[config.mk]
export PLATFORM = sky130hd
export DESIGN_NAME = ipv4_subnet_text_calculator_flat
export DESIGN_NICKNAME = d
export VERILOG_FILES = /design/src/rtl/core/isc_pkg.sv /design/src/rtl/core/isc_stream_if.sv /design/src/rtl/core/isc_front.sv /design/src/rtl/core/isc_queue.sv /design/src/rtl/core/isc_back.sv /design/src/rtl/core/ipv4_subnet_text_calculator.sv /design/src/flat_wrapper.sv
export SDC_FILE = /design/constraint.sdc
export NUM_CORES = 1
export LEC_CHECK = 0
export BUFFER_PORTS_ARGS = -buffer_cell sky130_fd_sc_hd__buf_2
export CAP_MARGIN = 10
export CORE_MARGIN = 5
export CORE_UTILIZATION = 40
export CTS_CLUSTER_DIAMETER = 120
export DETAILED_ROUTE_END_ITERATION = 16
export PLACE_DENSITY = 0.61
export SETUP_SLACK_MARGIN = 0.2
export SLEW_MARGIN = 20
export SYNTH_ARGS = -nofsm -noshare
export SYNTH_HDL_FRONTEND = slang
export SYNTH_HIERARCHICAL = 1
export SYNTH_SLANG_ARGS = --single-unit
[constraint.sdc]
create_clock -name i_clk -period 14.61 [get_ports i_clk]
set_input_delay 1.461 -clock i_clk [delete_from_list [all_inputs] [get_ports i_clk]]
set_output_delay 1.461 -clock i_clk [all_outputs]
set_load 0.05 [all_outputs]
[src/rtl/core/isc_pkg.sv]
// Package with the types, codes and helpers of the subnet calculator.
`timescale 1ns / 1ps

package isc_pkg;

    typedef enum logic [1:0] {
        PH_ADDR,
        PH_PREFIX,
        PH_SPACES,
        PH_MASK
    } t_phase;

    localparam logic [3:0] ST_OK       = 4'd0;
    localparam logic [3:0] ST_NOMASK   = 4'd1;
    localparam logic [3:0] ST_BADSEP   = 4'd2;
    localparam logic [3:0] ST_OCTET    = 4'd3;
    localparam logic [3:0] ST_DDOT     = 4'd4;
    localparam logic [3:0] ST_ILLEGAL  = 4'd5;
    localparam logic [3:0] ST_MANYDOTS = 4'd6;
    localparam logic [3:0] ST_BADMASK  = 4'd7;
    localparam logic [3:0] ST_PREFIX   = 4'd8;

    localparam logic [2:0] CLS_A = 3'd0;
    localparam logic [2:0] CLS_B = 3'd1;
    localparam logic [2:0] CLS_C = 3'd2;
    localparam logic [2:0] CLS_D = 3'd3;
    localparam logic [2:0] CLS_E = 3'd4;

    localparam logic [7:0] CH_NEWLINE = 8'd10;
    localparam logic [7:0] CH_SPACE   = 8'h20;
    localparam logic [7:0] CH_DOT     = 8'h2e;
    localparam logic [7:0] CH_SLASH   = 8'h2f;
    localparam logic [7:0] CH_ZERO    = 8'h30;
    localparam logic [7:0] CH_NINE    = 8'h39;

    localparam logic [8:0] OCTET_MAX     = 9'd255;
    localparam logic [8:0] OCTET_CLAMP   = 9'd256;
    localparam logic [5:0] PREFIX_MAX    = 6'd32;
    localparam logic [5:0] PREFIX_CLAMP  = 6'd33;
    localparam logic [1:0] DOTS_FULL     = 2'd3;

    localparam int Q_DEPTH = 2;
    localparam int Q_PTR_W = (Q_DEPTH > 1) ? $clog2(Q_DEPTH) : 1;
    localparam int Q_CNT_W = $clog2(Q_DEPTH + 1);

    typedef struct packed {
        logic [3:0]  status;
        logic [31:0] address;
        logic [31:0] net_mask;
        logic [5:0]  prefix_len;
    } t_line_rec;

    function automatic logic [3:0] popcount8(input logic [7:0] v);
        logic [3:0] n;
        n = '0;
        for (int i = 0; i < 8; i++) begin
            n = n + {3'b000, v[i]};
        end
        return n;
    endfunction

endpackage

[src/rtl/core/isc_stream_if.sv]
// Valid/ready channels for the character items and the result items.
`timescale 1ns / 1ps

interface isc_char_if;
    logic       valid;
    logic       ready;
    logic [7:0] char_code;

    modport source (output valid, output char_code, input ready);
    modport sink (input valid, input char_code, output ready);
endinterface

interface isc_result_if;
    logic        valid;
    logic        ready;
    logic [3:0]  status;
    logic [31:0] address;
    logic [31:0] net_mask;
    logic [5:0]  prefix_len;
    logic [31:0] network;
    logic [31:0] first_host;
    logic [31:0] last_host;
    logic [31:0] broadcast;
    logic [2:0]  address_class;
    logic [32:0] host_count;

    modport source (
        output valid, output status, output address, output net_mask,
        output prefix_len, output network, output first_host, output last_host,
        output broadcast, output address_class, output host_count, input ready
    );
    modport sink (
        input valid, input status, input address, input net_mask,
        input prefix_len, input network, input first_host, input last_host,
        input broadcast, input address_class, input host_count, output ready
    );
endinterface

[src/rtl/core/isc_front.sv]
// Character parser that assembles one line and classifies it at the newline.
`timescale 1ns / 1ps

module isc_front import isc_pkg::*; (
    input  logic       i_clk,
    input  logic       i_rst_n,
    isc_char_if.sink   i_char,
    input  logic       i_q_full,
    output logic       o_push,
    output t_line_rec  o_rec
);

    t_phase      r_phase, n_phase;
    logic [8:0]  r_octet, n_octet;
    logic [1:0]  r_dots, n_dots;
    logic [31:0] r_addr, n_addr;
    logic [31:0] r_mask, n_mask;
    logic [5:0]  r_prefix, n_prefix;
    logic [3:0]  r_err, n_err;
    logic        r_have, n_have;
    logic [4:0]  r_ones, n_ones;

    logic        w_accept;
    logic [7:0]  w_c;
    logic        w_digit;
    logic [3:0]  w_d;
    logic [11:0] w_oct_next;
    logic [8:0]  w_pre_next;
    logic        w_octet_done;
    logic [31:0] w_shift_oct;
    logic [31:0] w_dmask;
    logic [31:0] w_inv;
    logic [31:0] w_inv_inc;
    logic [3:0]  w_last_ones;

    assign i_char.ready = !i_q_full;
    assign w_accept     = i_char.valid && !i_q_full;
    assign w_c          = i_char.char_code;
    assign w_digit      = (w_c >= CH_ZERO) && (w_c <= CH_NINE);
    assign w_d          = 4'(w_c - CH_ZERO);
    assign w_oct_next   = 12'(r_octet) * 12'd10 + 12'(w_d);
    assign w_pre_next   = 9'(r_prefix) * 9'd10 + 9'(w_d);
    assign w_octet_done = (r_dots == DOTS_FULL) && r_have;
    assign w_shift_oct  = {24'd0, r_octet[7:0]};
    assign w_dmask      = {r_mask[23:0], r_octet[7:0]};
    assign w_inv        = ~w_dmask;
    assign w_inv_inc    = w_inv + 32'd1;
    assign w_last_ones  = popcount8(r_octet[7:0]);

    assign o_push = w_accept && (w_c == CH_NEWLINE);

    // Classification of the finished line.
    always_comb begin
        o_rec.status     = r_err;
        o_rec.address    = r_addr;
        o_rec.net_mask   = '0;
        o_rec.prefix_len = '0;
        if (r_err == ST_OK) begin
            case (r_phase)
                PH_ADDR: begin
                    o_rec.status = w_octet_done ? ST_NOMASK : ST_ILLEGAL;
                end
                PH_PREFIX: begin
                    if (!r_have) begin
                        o_rec.status = ST_ILLEGAL;
                    end else if (r_prefix > PREFIX_MAX) begin
                        o_rec.status = ST_PREFIX;
                    end else begin
                        o_rec.prefix_len = r_prefix;
                        o_rec.net_mask   = (r_prefix == '0) ? '0 :
                                           (32'hffffffff << (PREFIX_MAX - r_prefix));
                    end
                end
                PH_MASK: begin
                    if (!w_octet_done) begin
                        o_rec.status = ST_ILLEGAL;
                    end else if ((w_inv & w_inv_inc) != '0) begin
                        o_rec.status = ST_BADMASK;
                    end else begin
                        o_rec.net_mask   = w_dmask;
                        o_rec.prefix_len = 6'(r_ones) + 6'(w_last_ones);
                    end
                end
                default: begin
                    o_rec.status = ST_ILLEGAL;
                end
            endcase
        end
    end

    // Next state of the line parser.
    always_comb begin
        n_phase  = r_phase;
        n_octet  = r_octet;
        n_dots   = r_dots;
        n_addr   = r_addr;
        n_mask   = r_mask;
        n_prefix = r_prefix;
        n_err    = r_err;
        n_have   = r_have;
        n_ones   = r_ones;
        if (w_accept) begin
            if (w_c == CH_NEWLINE) begin
                n_phase  = PH_ADDR;
                n_octet  = '0;
                n_dots   = '0;
                n_addr   = '0;
                n_mask   = '0;
                n_prefix = '0;
                n_err    = ST_OK;
                n_have   = 1'b0;
                n_ones   = '0;
            end else if (r_err != ST_OK) begin
                n_err = r_err;
            end else if (w_digit) begin
                n_have = 1'b1;
                if (r_phase == PH_PREFIX) begin
                    n_prefix = (w_pre_next > 9'(PREFIX_MAX)) ? PREFIX_CLAMP
                                                               : w_pre_next[5:0];
                end else begin
                    if (r_phase == PH_SPACES) begin
                        n_phase = PH_MASK;
                    end
                    if (w_oct_next > 12'(OCTET_MAX)) begin
                        n_err   = ST_OCTET;
                        n_octet = OCTET_CLAMP;
                    end else begin
                        n_octet = w_oct_next[8:0];
                    end
                end
            end else if (w_c == CH_DOT) begin
                if (r_phase != PH_ADDR && r_phase != PH_MASK) begin
                    n_err = ST_ILLEGAL;
                end else if (!r_have) begin
                    n_err = (r_dots != '0) ? ST_DDOT : ST_ILLEGAL;
                end else if (r_dots == DOTS_FULL) begin
                    n_err = ST_MANYDOTS;
                end else begin
                    if (r_phase == PH_ADDR) begin
                        n_addr = (r_addr << 8) | w_shift_oct;
                    end else begin
                        n_mask = (r_mask << 8) | w_shift_oct;
                        n_ones = r_ones + 5'(w_last_ones);
                    end
                    n_dots  = r_dots + 2'd1;
                    n_octet = '0;
                    n_have  = 1'b0;
                end
            end else if (r_phase == PH_SPACES) begin
                if (w_c != CH_SPACE) begin
                    n_err = ST_ILLEGAL;
                end
            end else if (r_phase != PH_ADDR || !w_octet_done) begin
                n_err = ST_ILLEGAL;
            end else if (w_c == CH_SLASH || w_c == CH_SPACE) begin
                n_addr  = (r_addr << 8) | w_shift_oct;
                n_octet = '0;
                n_dots  = '0;
                n_have  = 1'b0;
                n_phase = (w_c == CH_SLASH) ? PH_PREFIX : PH_SPACES;
            end else begin
                n_err = ST_BADSEP;
            end
        end
    end

    always_ff @(posedge i_clk) begin
        if (!i_rst_n) begin
            r_phase  <= PH_ADDR;
            r_octet  <= '0;
            r_dots   <= '0;
            r_addr   <= '0;
            r_mask   <= '0;
            r_prefix <= '0;
            r_err    <= ST_OK;
            r_have   <= 1'b0;
            r_ones   <= '0;
        end else begin
            r_phase  <= n_phase;
            r_octet  <= n_octet;
            r_dots   <= n_dots;
            r_addr   <= n_addr;
            r_mask   <= n_mask;
            r_prefix <= n_prefix;
            r_err    <= n_err;
            r_have   <= n_have;
            r_ones   <= n_ones;
        end
    end

endmodule

[src/rtl/core/isc_queue.sv]
// Short queue of classified lines between the parser and the result stage.
`timescale 1ns / 1ps

module isc_queue import isc_pkg::*; (
    input  logic       i_clk,
    input  logic       i_rst_n,
    input  logic       i_push,
    input  t_line_rec  i_rec,
    input  logic       i_pop,
    output logic       o_full,
    output logic       o_empty,
    output t_line_rec  o_head
);

    t_line_rec            r_mem [Q_DEPTH];
    logic [Q_PTR_W-1:0]   r_wr, n_wr;
    logic [Q_PTR_W-1:0]   r_rd, n_rd;
    logic [Q_CNT_W-1:0]   r_cnt, n_cnt;
    logic                 w_do_push;
    logic                 w_do_pop;

    assign o_full    = (r_cnt == Q_CNT_W'(Q_DEPTH));
    assign o_empty   = (r_cnt == '0);
    assign o_head    = r_mem[r_rd];
    assign w_do_push = i_push && !o_full;
    assign w_do_pop  = i_pop && !o_empty;

    always_comb begin
        n_wr  = r_wr;
        n_rd  = r_rd;
        n_cnt = r_cnt;
        if (w_do_push) begin
            n_wr = (r_wr == Q_PTR_W'(Q_DEPTH - 1)) ? '0 : r_wr + 1'b1;
        end
        if (w_do_pop) begin
            n_rd = (r_rd == Q_PTR_W'(Q_DEPTH - 1)) ? '0 : r_rd + 1'b1;
        end
        if (w_do_push && !w_do_pop) begin
            n_cnt = r_cnt + 1'b1;
        end else if (w_do_pop && !w_do_push) begin
            n_cnt = r_cnt - 1'b1;
        end
    end

    always_ff @(posedge i_clk) begin
        if (!i_rst_n) begin
            r_wr  <= '0;
            r_rd  <= '0;
            r_cnt <= '0;
        end else begin
            r_wr  <= n_wr;
            r_rd  <= n_rd;
            r_cnt <= n_cnt;
        end
    end

    always_ff @(posedge i_clk) begin
        if (w_do_push) begin
            r_mem[r_wr] <= i_rec;
        end
    end

endmodule

[src/rtl/core/isc_back.sv]
// Result stage that derives the subnet fields and holds the output item.
`timescale 1ns / 1ps

module isc_back import isc_pkg::*; (
    input  logic         i_clk,
    input  logic         i_rst_n,
    input  logic         i_q_empty,
    input  t_line_rec    i_head,
    output logic         o_pop,
    isc_result_if.source o_result
);

    logic        r_valid, n_valid;
    logic [3:0]  r_status;
    logic [31:0] r_address;
    logic [31:0] r_net_mask;
    logic [5:0]  r_prefix_len;
    logic [31:0] r_network;
    logic [31:0] r_first_host;
    logic [31:0] r_last_host;
    logic [31:0] r_broadcast;
    logic [2:0]  r_address_class;
    logic [32:0] r_host_count;

    logic        w_load;
    logic        w_ok;
    logic [31:0] w_net;
    logic [31:0] w_bcast;
    logic [2:0]  w_class;

    assign w_load = !i_q_empty && (!r_valid || o_result.ready);
    assign o_pop  = w_load;
    assign w_ok   = (i_head.status == ST_OK);
    assign w_net  = i_head.address & i_head.net_mask;
    // The network and the inverted mask share no bit, so their sum is an OR.
    assign w_bcast = w_net | ~i_head.net_mask;

    always_comb begin
        if (!i_head.address[31]) begin
            w_class = CLS_A;
        end else if (!i_head.address[30]) begin
            w_class = CLS_B;
        end else if (!i_head.address[29]) begin
            w_class = CLS_C;
        end else if (!i_head.address[28]) begin
            w_class = CLS_D;
        end else begin
            w_class = CLS_E;
        end
    end

    always_comb begin
        n_valid = r_valid;
        if (w_load) begin
            n_valid = 1'b1;
        end else if (o_result.ready) begin
            n_valid = 1'b0;
        end
    end

    always_ff @(posedge i_clk) begin
        if (!i_rst_n) begin
            r_valid <= 1'b0;
        end else begin
            r_valid <= n_valid;
        end
    end

    always_ff @(posedge i_clk) begin
        if (w_load) begin
            r_status        <= i_head.status;
            r_address       <= w_ok ? i_head.address : '0;
            r_net_mask      <= w_ok ? i_head.net_mask : '0;
            r_prefix_len    <= w_ok ? i_head.prefix_len : '0;
            r_network       <= w_ok ? w_net : '0;
            r_first_host    <= w_ok ? w_net + 32'd1 : '0;
            r_last_host     <= w_ok ? w_bcast - 32'd1 : '0;
            r_broadcast     <= w_ok ? w_bcast : '0;
            r_address_class <= w_ok ? w_class : '0;
            r_host_count    <= w_ok ? (33'd1 << (PREFIX_MAX - i_head.prefix_len)) : '0;
        end
    end

    assign o_result.valid         = r_valid;
    assign o_result.status        = r_status;
    assign o_result.address       = r_address;
    assign o_result.net_mask      = r_net_mask;
    assign o_result.prefix_len    = r_prefix_len;
    assign o_result.network       = r_network;
    assign o_result.first_host    = r_first_host;
    assign o_result.last_host     = r_last_host;
    assign o_result.broadcast     = r_broadcast;
    assign o_result.address_class = r_address_class;
    assign o_result.host_count    = r_host_count;

endmodule

[src/rtl/core/ipv4_subnet_text_calculator.sv]
// Top level of the IPv4 subnet calculator that reads one text line per result.
// The block takes one ASCII character per cycle on i_char and, for every
// newline, returns one item on o_result with a status code and, when the line
// parsed cleanly, the address, mask, prefix length, network, first and last
// host, broadcast, class and host count. Characters stream back to back at one
// per cycle while the two-entry line queue between the parser and the result
// stage has room; when the queue is full, every character is held off until a
// line moves on. Results also leave at up to one per cycle. A result passes
// through two registers on its way to o_result: the line enters the queue at
// the edge that accepts its newline and moves on into the output register once
// it is at the head of the queue and the output register is free.
`timescale 1ns / 1ps

module ipv4_subnet_text_calculator import isc_pkg::*; (
    input  logic         i_clk,
    input  logic         i_rst_n,
    isc_char_if.sink     i_char,
    isc_result_if.source o_result
);

    logic      w_push;
    logic      w_pop;
    logic      w_full;
    logic      w_empty;
    t_line_rec w_rec;
    t_line_rec w_head;

    isc_front u_front (
        .i_clk    (i_clk),
        .i_rst_n  (i_rst_n),
        .i_char   (i_char),
        .i_q_full (w_full),
        .o_push   (w_push),
        .o_rec    (w_rec)
    );

    isc_queue u_queue (
        .i_clk   (i_clk),
        .i_rst_n (i_rst_n),
        .i_push  (w_push),
        .i_rec   (w_rec),
        .i_pop   (w_pop),
        .o_full  (w_full),
        .o_empty (w_empty),
        .o_head  (w_head)
    );

    isc_back u_back (
        .i_clk     (i_clk),
        .i_rst_n   (i_rst_n),
        .i_q_empty (w_empty),
        .i_head    (w_head),
        .o_pop     (w_pop),
        .o_result  (o_result)
    );

endmodule

[src/flat_wrapper.sv]
// flat-port wrapper written by rule: the top's interface ports become plain ports
module ipv4_subnet_text_calculator_flat import isc_pkg::*;
  (i_clk, i_rst_n, i_char_valid, i_char_char_code, i_char_ready, o_result_valid, o_result_status, o_result_address, o_result_net_mask, o_result_prefix_len, o_result_network, o_result_first_host, o_result_last_host, o_result_broadcast, o_result_address_class, o_result_host_count, o_result_ready);
  isc_char_if i_char_i ();
  isc_result_if o_result_i ();
  input  logic i_clk;
  input  logic i_rst_n;
  input wire logic [$bits(i_char_i.valid)-1:0] i_char_valid;
  input wire logic [$bits(i_char_i.char_code)-1:0] i_char_char_code;
  output wire logic [$bits(i_char_i.ready)-1:0] i_char_ready;
  output wire logic [$bits(o_result_i.valid)-1:0] o_result_valid;
  output wire logic [$bits(o_result_i.status)-1:0] o_result_status;
  output wire logic [$bits(o_result_i.address)-1:0] o_result_address;
  output wire logic [$bits(o_result_i.net_mask)-1:0] o_result_net_mask;
  output wire logic [$bits(o_result_i.prefix_len)-1:0] o_result_prefix_len;
  output wire logic [$bits(o_result_i.network)-1:0] o_result_network;
  output wire logic [$bits(o_result_i.first_host)-1:0] o_result_first_host;
  output wire logic [$bits(o_result_i.last_host)-1:0] o_result_last_host;
  output wire logic [$bits(o_result_i.broadcast)-1:0] o_result_broadcast;
  output wire logic [$bits(o_result_i.address_class)-1:0] o_result_address_class;
  output wire logic [$bits(o_result_i.host_count)-1:0] o_result_host_count;
  input wire logic [$bits(o_result_i.ready)-1:0] o_result_ready;
  assign i_char_i.valid = i_char_valid;
  assign i_char_i.char_code = i_char_char_code;
  assign i_char_ready = i_char_i.ready;
  assign o_result_valid = o_result_i.valid;
  assign o_result_status = o_result_i.status;
  assign o_result_address = o_result_i.address;
  assign o_result_net_mask = o_result_i.net_mask;
  assign o_result_prefix_len = o_result_i.prefix_len;
  assign o_result_network = o_result_i.network;
  assign o_result_first_host = o_result_i.first_host;
  assign o_result_last_host = o_result_i.last_host;
  assign o_result_broadcast = o_result_i.broadcast;
  assign o_result_address_class = o_result_i.address_class;
  assign o_result_host_count = o_result_i.host_count;
  assign o_result_i.ready = o_result_ready;
  ipv4_subnet_text_calculator u_core (.i_clk(i_clk), .i_rst_n(i_rst_n), .i_char(i_char_i), .o_result(o_result_i));
endmodule
---- After elaboration in Yosys (flattened, before gate mapping) ----
Memories as Yosys holds them, arrays and structs flattened. A register that Yosys moved wholly into a read port is not among the register bits.
Index checks and enable logic that the tools add are counted.
operators by class
  bitwise gates (word level) .............. 7
  multiply operators ...................... 2
  reductions and logical operators ........ 48
  eq/ne operators ......................... 36
  div/mod/pow operators ................... 0
  multiplexer cells ....................... 115
  shift-type cells ........................ 2
  $lt $le $gt $ge ......................... 5
  add/sub/neg operators ................... 22
operator list
  kind                                                                   count
  32-bit two-way mux                                                     12
  24-bit two-way mux                                                     8
  38-bit two-way mux                                                     5
  9-bit two-way mux                                                      12
  38-bit one-hot mux with 2 select lines                                 1
  4-bit two-way mux                                                      18
  32-bit by 1-bit adder with 32-bit output (second input constant)       2
  32-bit bitwise AND                                                     2
  32-bit NOT                                                             2
  2-bit two-way mux                                                      23
  5-bit two-way mux                                                      8
  1-bit by 6-bit left shift with 33-bit output (first input constant)    1
  32-bit bitwise OR                                                      1
  32-bit by 8-bit bitwise OR with 32-bit output                          1
  32-bit nonzero test                                                    1
  32-bit by 6-bit left shift with 32-bit output (first input constant)   1
  32-bit by 1-bit subtractor with 32-bit output (second input constant)  1
  6-bit two-way mux                                                      5
  3-bit inequality test (second input constant)                          9
  8-bit by 6-bit == test with 1-bit output (second input constant)       3
  24-bit by 8-bit bitwise OR with 24-bit output                          1
  1-bit two-way mux                                                      20
  4-bit inequality test (second input constant)                          5
  9-bit AND reduction                                                    2
  other kinds (49)                                                       93
storage, ports and cells
  word-level logic and storage cells ...... 263
  output and inout bits ................... 240
  memories kept ........................... 1
  memory bits (writable) .................. 148
  bits of input ports ..................... 12
  ROM bits ................................ 0
  bits in latches ......................... 0
  register bits after elaboration ......... 328
memory list
  memory                words  width  read ports  clocked after memory_dff  wr ports  RTL line         source
  u_core.u_queue.r_mem  2      74     1           1                         1         isc_queue.sv:15  t_line_rec r_mem [Q_DEPTH];

---- Depth between registers and ports, before layout ----
  word-level depth ........................ 16
  mapped depth ............................ 15
  gate-level depth less buffers ........... 15

---- Modules after synthesis ----
The synthesis kept the hierarchy.
modules (own cells, without submodules)
  module     instances  sequential area each (µm²)  cells each  area each (µm²)
  isc_back   1          7166.9                      783         10197.3
  isc_front  1          1681.6                      805         6349.8
  isc_queue  1          4544.4                      255         5566.6

---- Least setup slack after synthesis ----
No wires, ideal clock.
  path kind ............................... in2reg
  start ................................... input port o_result_ready
  end ..................................... register u_core.u_queue.r_cnt[1]
  library setup time ...................... 70 ps
  path slack .............................. 53 ps
  stages on the path ...................... 6
  path buffers ............................ 0
  arrival time ............................ 14487 ps
  required time ........................... 14540 ps
  cells stage by stage .................... nand2b_1 nor2b_1 o21ai_1 ha_1 or3_1 a21boi_1
on the way
  word-level cells in the longest chain between the ends .. 6
ends and longest elaborated chain
  item                                                            RTL line                           source
  from (decl)                                                     flat_wrapper.sv:22                 input wire logic [$bits(o_result_i.ready)-1:0] o_result_ready;
  1-bit logical OR (*)                                            isc_back.sv:31                     assign w_load = !i_q_empty && (!r_valid || o_result.ready);
  1-bit logical AND (*)                                           isc_back.sv:31
  via u_core.w_pop                                                ipv4_subnet_text_calculator.sv:22  logic w_pop;
  1-bit logical AND (*)                                           isc_queue.sv:26                    assign w_do_pop = i_pop && !o_empty;
  1-bit zero test                                                 isc_queue.sv:38                    if (w_do_push && !w_do_pop) begin
  1-bit logical AND                                               isc_queue.sv:38
  2-bit two-way mux / 2-bit nonzero test (equally long branches)  --
  to (signal assigned)                                            isc_queue.sv:53                    r_cnt <= n_cnt;
  to (decl)                                                       isc_queue.sv:18                    logic [Q_CNT_W-1:0] r_cnt, n_cnt;
The timed path passes the listed nets; every way through them passes the cells marked *.
A chain may end at the register's enable or synchronous reset.

==> impl_metrics.csv <==
group,metric,value,unit
outcome,outcome,"finished, final reports clean",
synthesis,syn_area,0.0221,mm2
synthesis,synth-edff-count,386,
synthesis,seq_area_frac_synth,0.606,
pwr,power-per-cell-area,107,mW/mm2
synthesis,yosysWarnings,6,
detailed_routing,wl_per_cell,19.3,um
sta,worst_pin_slew,1060,ps
synthesis,synth-seq-cells,476,
sta,skew,23.0,ps
grt,grt_pass1_vias,15000,
detailed_routing,viasPerCell,5.32,
die,die_h,245,um
setup_path,reg2reg_from,"u_core/u_front/r_octet[1]$_SDFFE_PN0P_",
setup_path,r2r_end,"u_core/u_queue/r_mem[0][4]$_DFFE_PP_",
clock_network,htree_levels,2,
worst_hold_path,min_from,"u_core/u_front/r_addr[28]$_SDFFE_PN0P_",
sta,hold_viol_final,0,
place,portBuffers,251,
final_layout,area_growth,16.3,%
setup_path,reg2reg_depth,14,
grt,grt_pass1_wl,85700,um
clock_network,cts_buffers,52,
worst_hold_path,worstHoldEndpoint,"u_core/u_queue/r_mem[1][66]$_DFFE_PP_",
synthesis,synthTopCellsByCount,"386 x edfxtp_1, 168 x nor2_1, 154 x nand2_1",
setup_path,end_kind,"flop",
pwr,p_int,0.00220,W
place,dp_hpwl,38300,um
setup_path,worstSetupPathType,"flop to flop",
clock_network,cts_root_buf,"clkbuf_16",
sta,setup_viol,0,
setup_path,cp-start-kind,"flop",
clock_network,cts_resized,0,
place,place_congestion,0.867,
pwr,leakage,9.13,nW
sta,period_share,0.296,
pwr,power.switching,0.000565,W
clock_network,cts_setup_buffers,0,
setup_path,critPathArrivalTime,4650,ps
clock_network,clkTransAtPathRegs,60,ps
pwr,p_seq_frac,0.526,
die,core,0.0550,mm2
setup_path,cp_max_fo,10,
die,boundaryPins,252,
place,place_area,0.0241,mm2
pwr,peakVddDrop,0.0000781,V
pwr,pwr-share-comb,0.014,
die,die_area,0.0601,mm2
detailed_routing,drc,0,
clock_network,cts_buffer_depth,3,
detailed_routing,num_vias,15300,
sta,fmax,232,MHz
clock_network,cts_hold_buf,0,
final_layout,final_area,0.0257,mm2
sta,slew_violations,0,
die,rows,86,
grt,grt_antenna_before_repair,0,
detailed_routing,drt_iter0_markers,1078,
synthesis,synth_nets,1915,
grt,grt_usage,0.178,
synthesis,synth.avg_cell_area,12.0,um2
clock_network,clk_latency,590,ps
clock_network,cts_tree,"yes",
pwr,swShare,0.205,
grt,grt_max_degree,94,
detailed_routing,drtAntennaViolNets,0,
sta,rsz0062_at_grt,"false",
job,cap_violations,0,
die,initial_core_util,0.402,
clock_network,cts.sinks,476,
setup_path,reg2reg_slack,10290,ps
final_layout,nNetsFinal,2151,
synthesis,yosysMostFrequentCell,"edfxtp_1",
worst_hold_path,hp-class,"flop to flop",
sta,relSlewSlack,0.290,
final_layout,final_layout_size_suffix_gt1_frac,0.221,
synthesis,synthArstFlopShare,0,
synthesis,synthTopCellsByArea,"edfxtp_1 52%, dfxtp_1 8.1%, mux2_2 4.1%",
synthesis,netlist.area_leader.share,0.524,
setup_path,cp.required,14950,ps
grt,grt_overflow,0,
synthesis,netlist_instances,1843,
detailed_routing,drt-total-wl,55500,um
sta,fin_crit,4320,ps
die,die-width,245,um
pwr,clkPwrFrac,0.460,
final_layout,fillCellCount,4980,
synthesis,yosys.area.top_type,"edfxtp_1",
detailed_routing,first_pass_iters,5,
worst_hold_path,min_path_cells,0,
synthesis,synth-main-ff-cell,"edfxtp_1",
sta,fin_setup_tns,0,ps
synthesis,synth_cell_types,86,
-- area by class of cell --
class | instances | area [um2] | share of cell area
Sequential cell | 476 | 13400 | 0.521
Multi-Input combinational cell | 1221 | 8130 | 0.316
Clock buffer | 68 | 1400 | 0.0545
Timing Repair Buffer | 267 | 1380 | 0.0535
Tap cell | 748 | 936 | 0.0364
Clock inverter | 28 | 255 | 0.00992
Inverter | 61 | 229 | 0.00890
Antenna cell | 1 | 2.50 | 0.0000973
-- worst max-delay path: stages (launching register included) --
cell and delay [ps]:
dfxtp_1 580, inv_1 170, fa_1 540, fa_1 420, fa_1 490, inv_1 50
ha_1 200, fa_1 510, inv_1 60, fa_1 430, inv_1 80, a21o_1 120
a21oi_1 80, xnor2_1 150, a22o_1 200
-- routing by layer --
| metal | vias to the layer above | routed length, um | global-route usage |
|---|---|---|---|
| li1 | 7227 | - | - |
| met1 | 7481 | 24500 | 0.241 |
| met2 | 464 | 26500 | 0.295 |
| met3 | 90 | 3130 | 0.0308 |
| met4 | 0 | 1380 | 0.0513 |
| met5 | - | 0 | 0 |
-- power by group through the flow --
stage          clock network, W  logic [W]  registers (W)
2_1_floorplan                 0  0.0000209        0.00149
3_3_place_gp                  0  0.0000393        0.00148
3_5_place_dp                  0  0.0000398        0.00148
4_1_cts                 0.00130  0.0000399        0.00145
5_1_grt                 0.00135  0.0000429        0.00145
6_report                0.00127  0.0000400        0.00145
-- logic make-up after synthesis --
group	after synthesis	share of synthesized area
adder cells (fa/ha/maj)	60	0.0370
AO/OA/AOI/OAI	291	0.0924
buffers and inverters	146	0.0282
multiplexers	84	0.0426
XOR/XNOR	61	0.0242
flip-flops	476	0.606
AND/OR/NAND/NOR	725	0.170
-- metrics by stage --
stage	setup WS [ps]	power (W)	hold slack, ps	cells	utilization
5_1_grt	10090	0.00284	489	2869	0.468
3_5_place_dp	10190	0.00152	454	2773	0.438
4_1_cts	10310	0.00279	468	2869	0.468
2_1_floorplan	5090	0.00151	425	1843	-
3_3_place_gp	10250	0.00152	435	2773	0.438
6_report	10290	0.00276	466	2870	0.468
-- cells in the final DEF, fill, tap and decap left out, drive strengths merged, types with 8 or more instances in the layout --
| master | n |
|---|---|
| edfxtp | 386 |
| buf | 267 |
| nor2 | 168 |
| nand2 | 154 |
| nand3 | 93 |
| dfxtp | 90 |
| mux2 | 81 |
| and2 | 79 |
| a21boi | 68 |
| clkbuf | 68 |
| inv | 63 |
| a21oi | 59 |
| ha | 51 |
| nor3 | 46 |
| nor2b | 37 |
| nand4 | 37 |
| a21o | 36 |
| xnor2 | 33 |
| o21ai | 29 |
| xor2 | 28 |
| nor4 | 25 |
| clkinv | 18 |
| a22o | 17 |
| and3 | 16 |
| nand2b | 14 |
| o31ai | 14 |
| or4 | 12 |
| or3 | 11 |
| o21bai | 9 |
| fa | 9 |
| and4bb | 8 |
-- registers in the layout, indices dropped and copies added, names as in the netlist, 4 cells and up, named ones only --
name / cells
u_core/u_queue/r_mem: 148
u_core/u_back/o_result.host_count: 33
u_core/u_back/o_result.address: 32
u_core/u_back/o_result.broadcast: 32
u_core/u_back/o_result.first_host: 32
u_core/u_back/o_result.last_host: 32
u_core/u_back/o_result.net_mask: 32
u_core/u_back/o_result.network: 32
u_core/u_front/r_addr: 32
u_core/u_front/r_mask: 24
u_core/u_front/r_octet: 9
u_core/u_back/o_result.prefix_len: 6
u_core/u_front/r_prefix: 6
u_core/u_front/r_ones: 5
u_core/u_back/o_result.status: 4
-- worst max path at each step --
stage | start | endpoint | slack, ps | cells after the start
CTS | u_core/u_front/r_octet[1]$_SDFFE_PN0P_ | u_core/u_queue/r_mem[0][4]$_DFFE_PP_ | 10310 | 14
global route | flop | u_core/u_back/o_result.last_host[29]$_SDFFCE_PP0P_ | 10090 | 8
finish | u_core/u_front/r_octet[1]$_SDFFE_PN0P_ | u_core/u_queue/r_mem[0][4]$_DFFE_PP_ | 10290 | 14
detailed placement | o_result_ready | u_core/u_back/o_result.address[11]$_SDFFCE_PP0P_ | 10190 | 5
floorplan | o_result_ready | u_core/u_queue/r_cnt[1]$_SDFFE_PN0P_ | 5090 | 6
global placement | o_result_ready | u_core/u_back/o_result.broadcast[7]$_SDFFCE_PP0P_ | 10250 | 5
(Power assumes the default switching activity.)
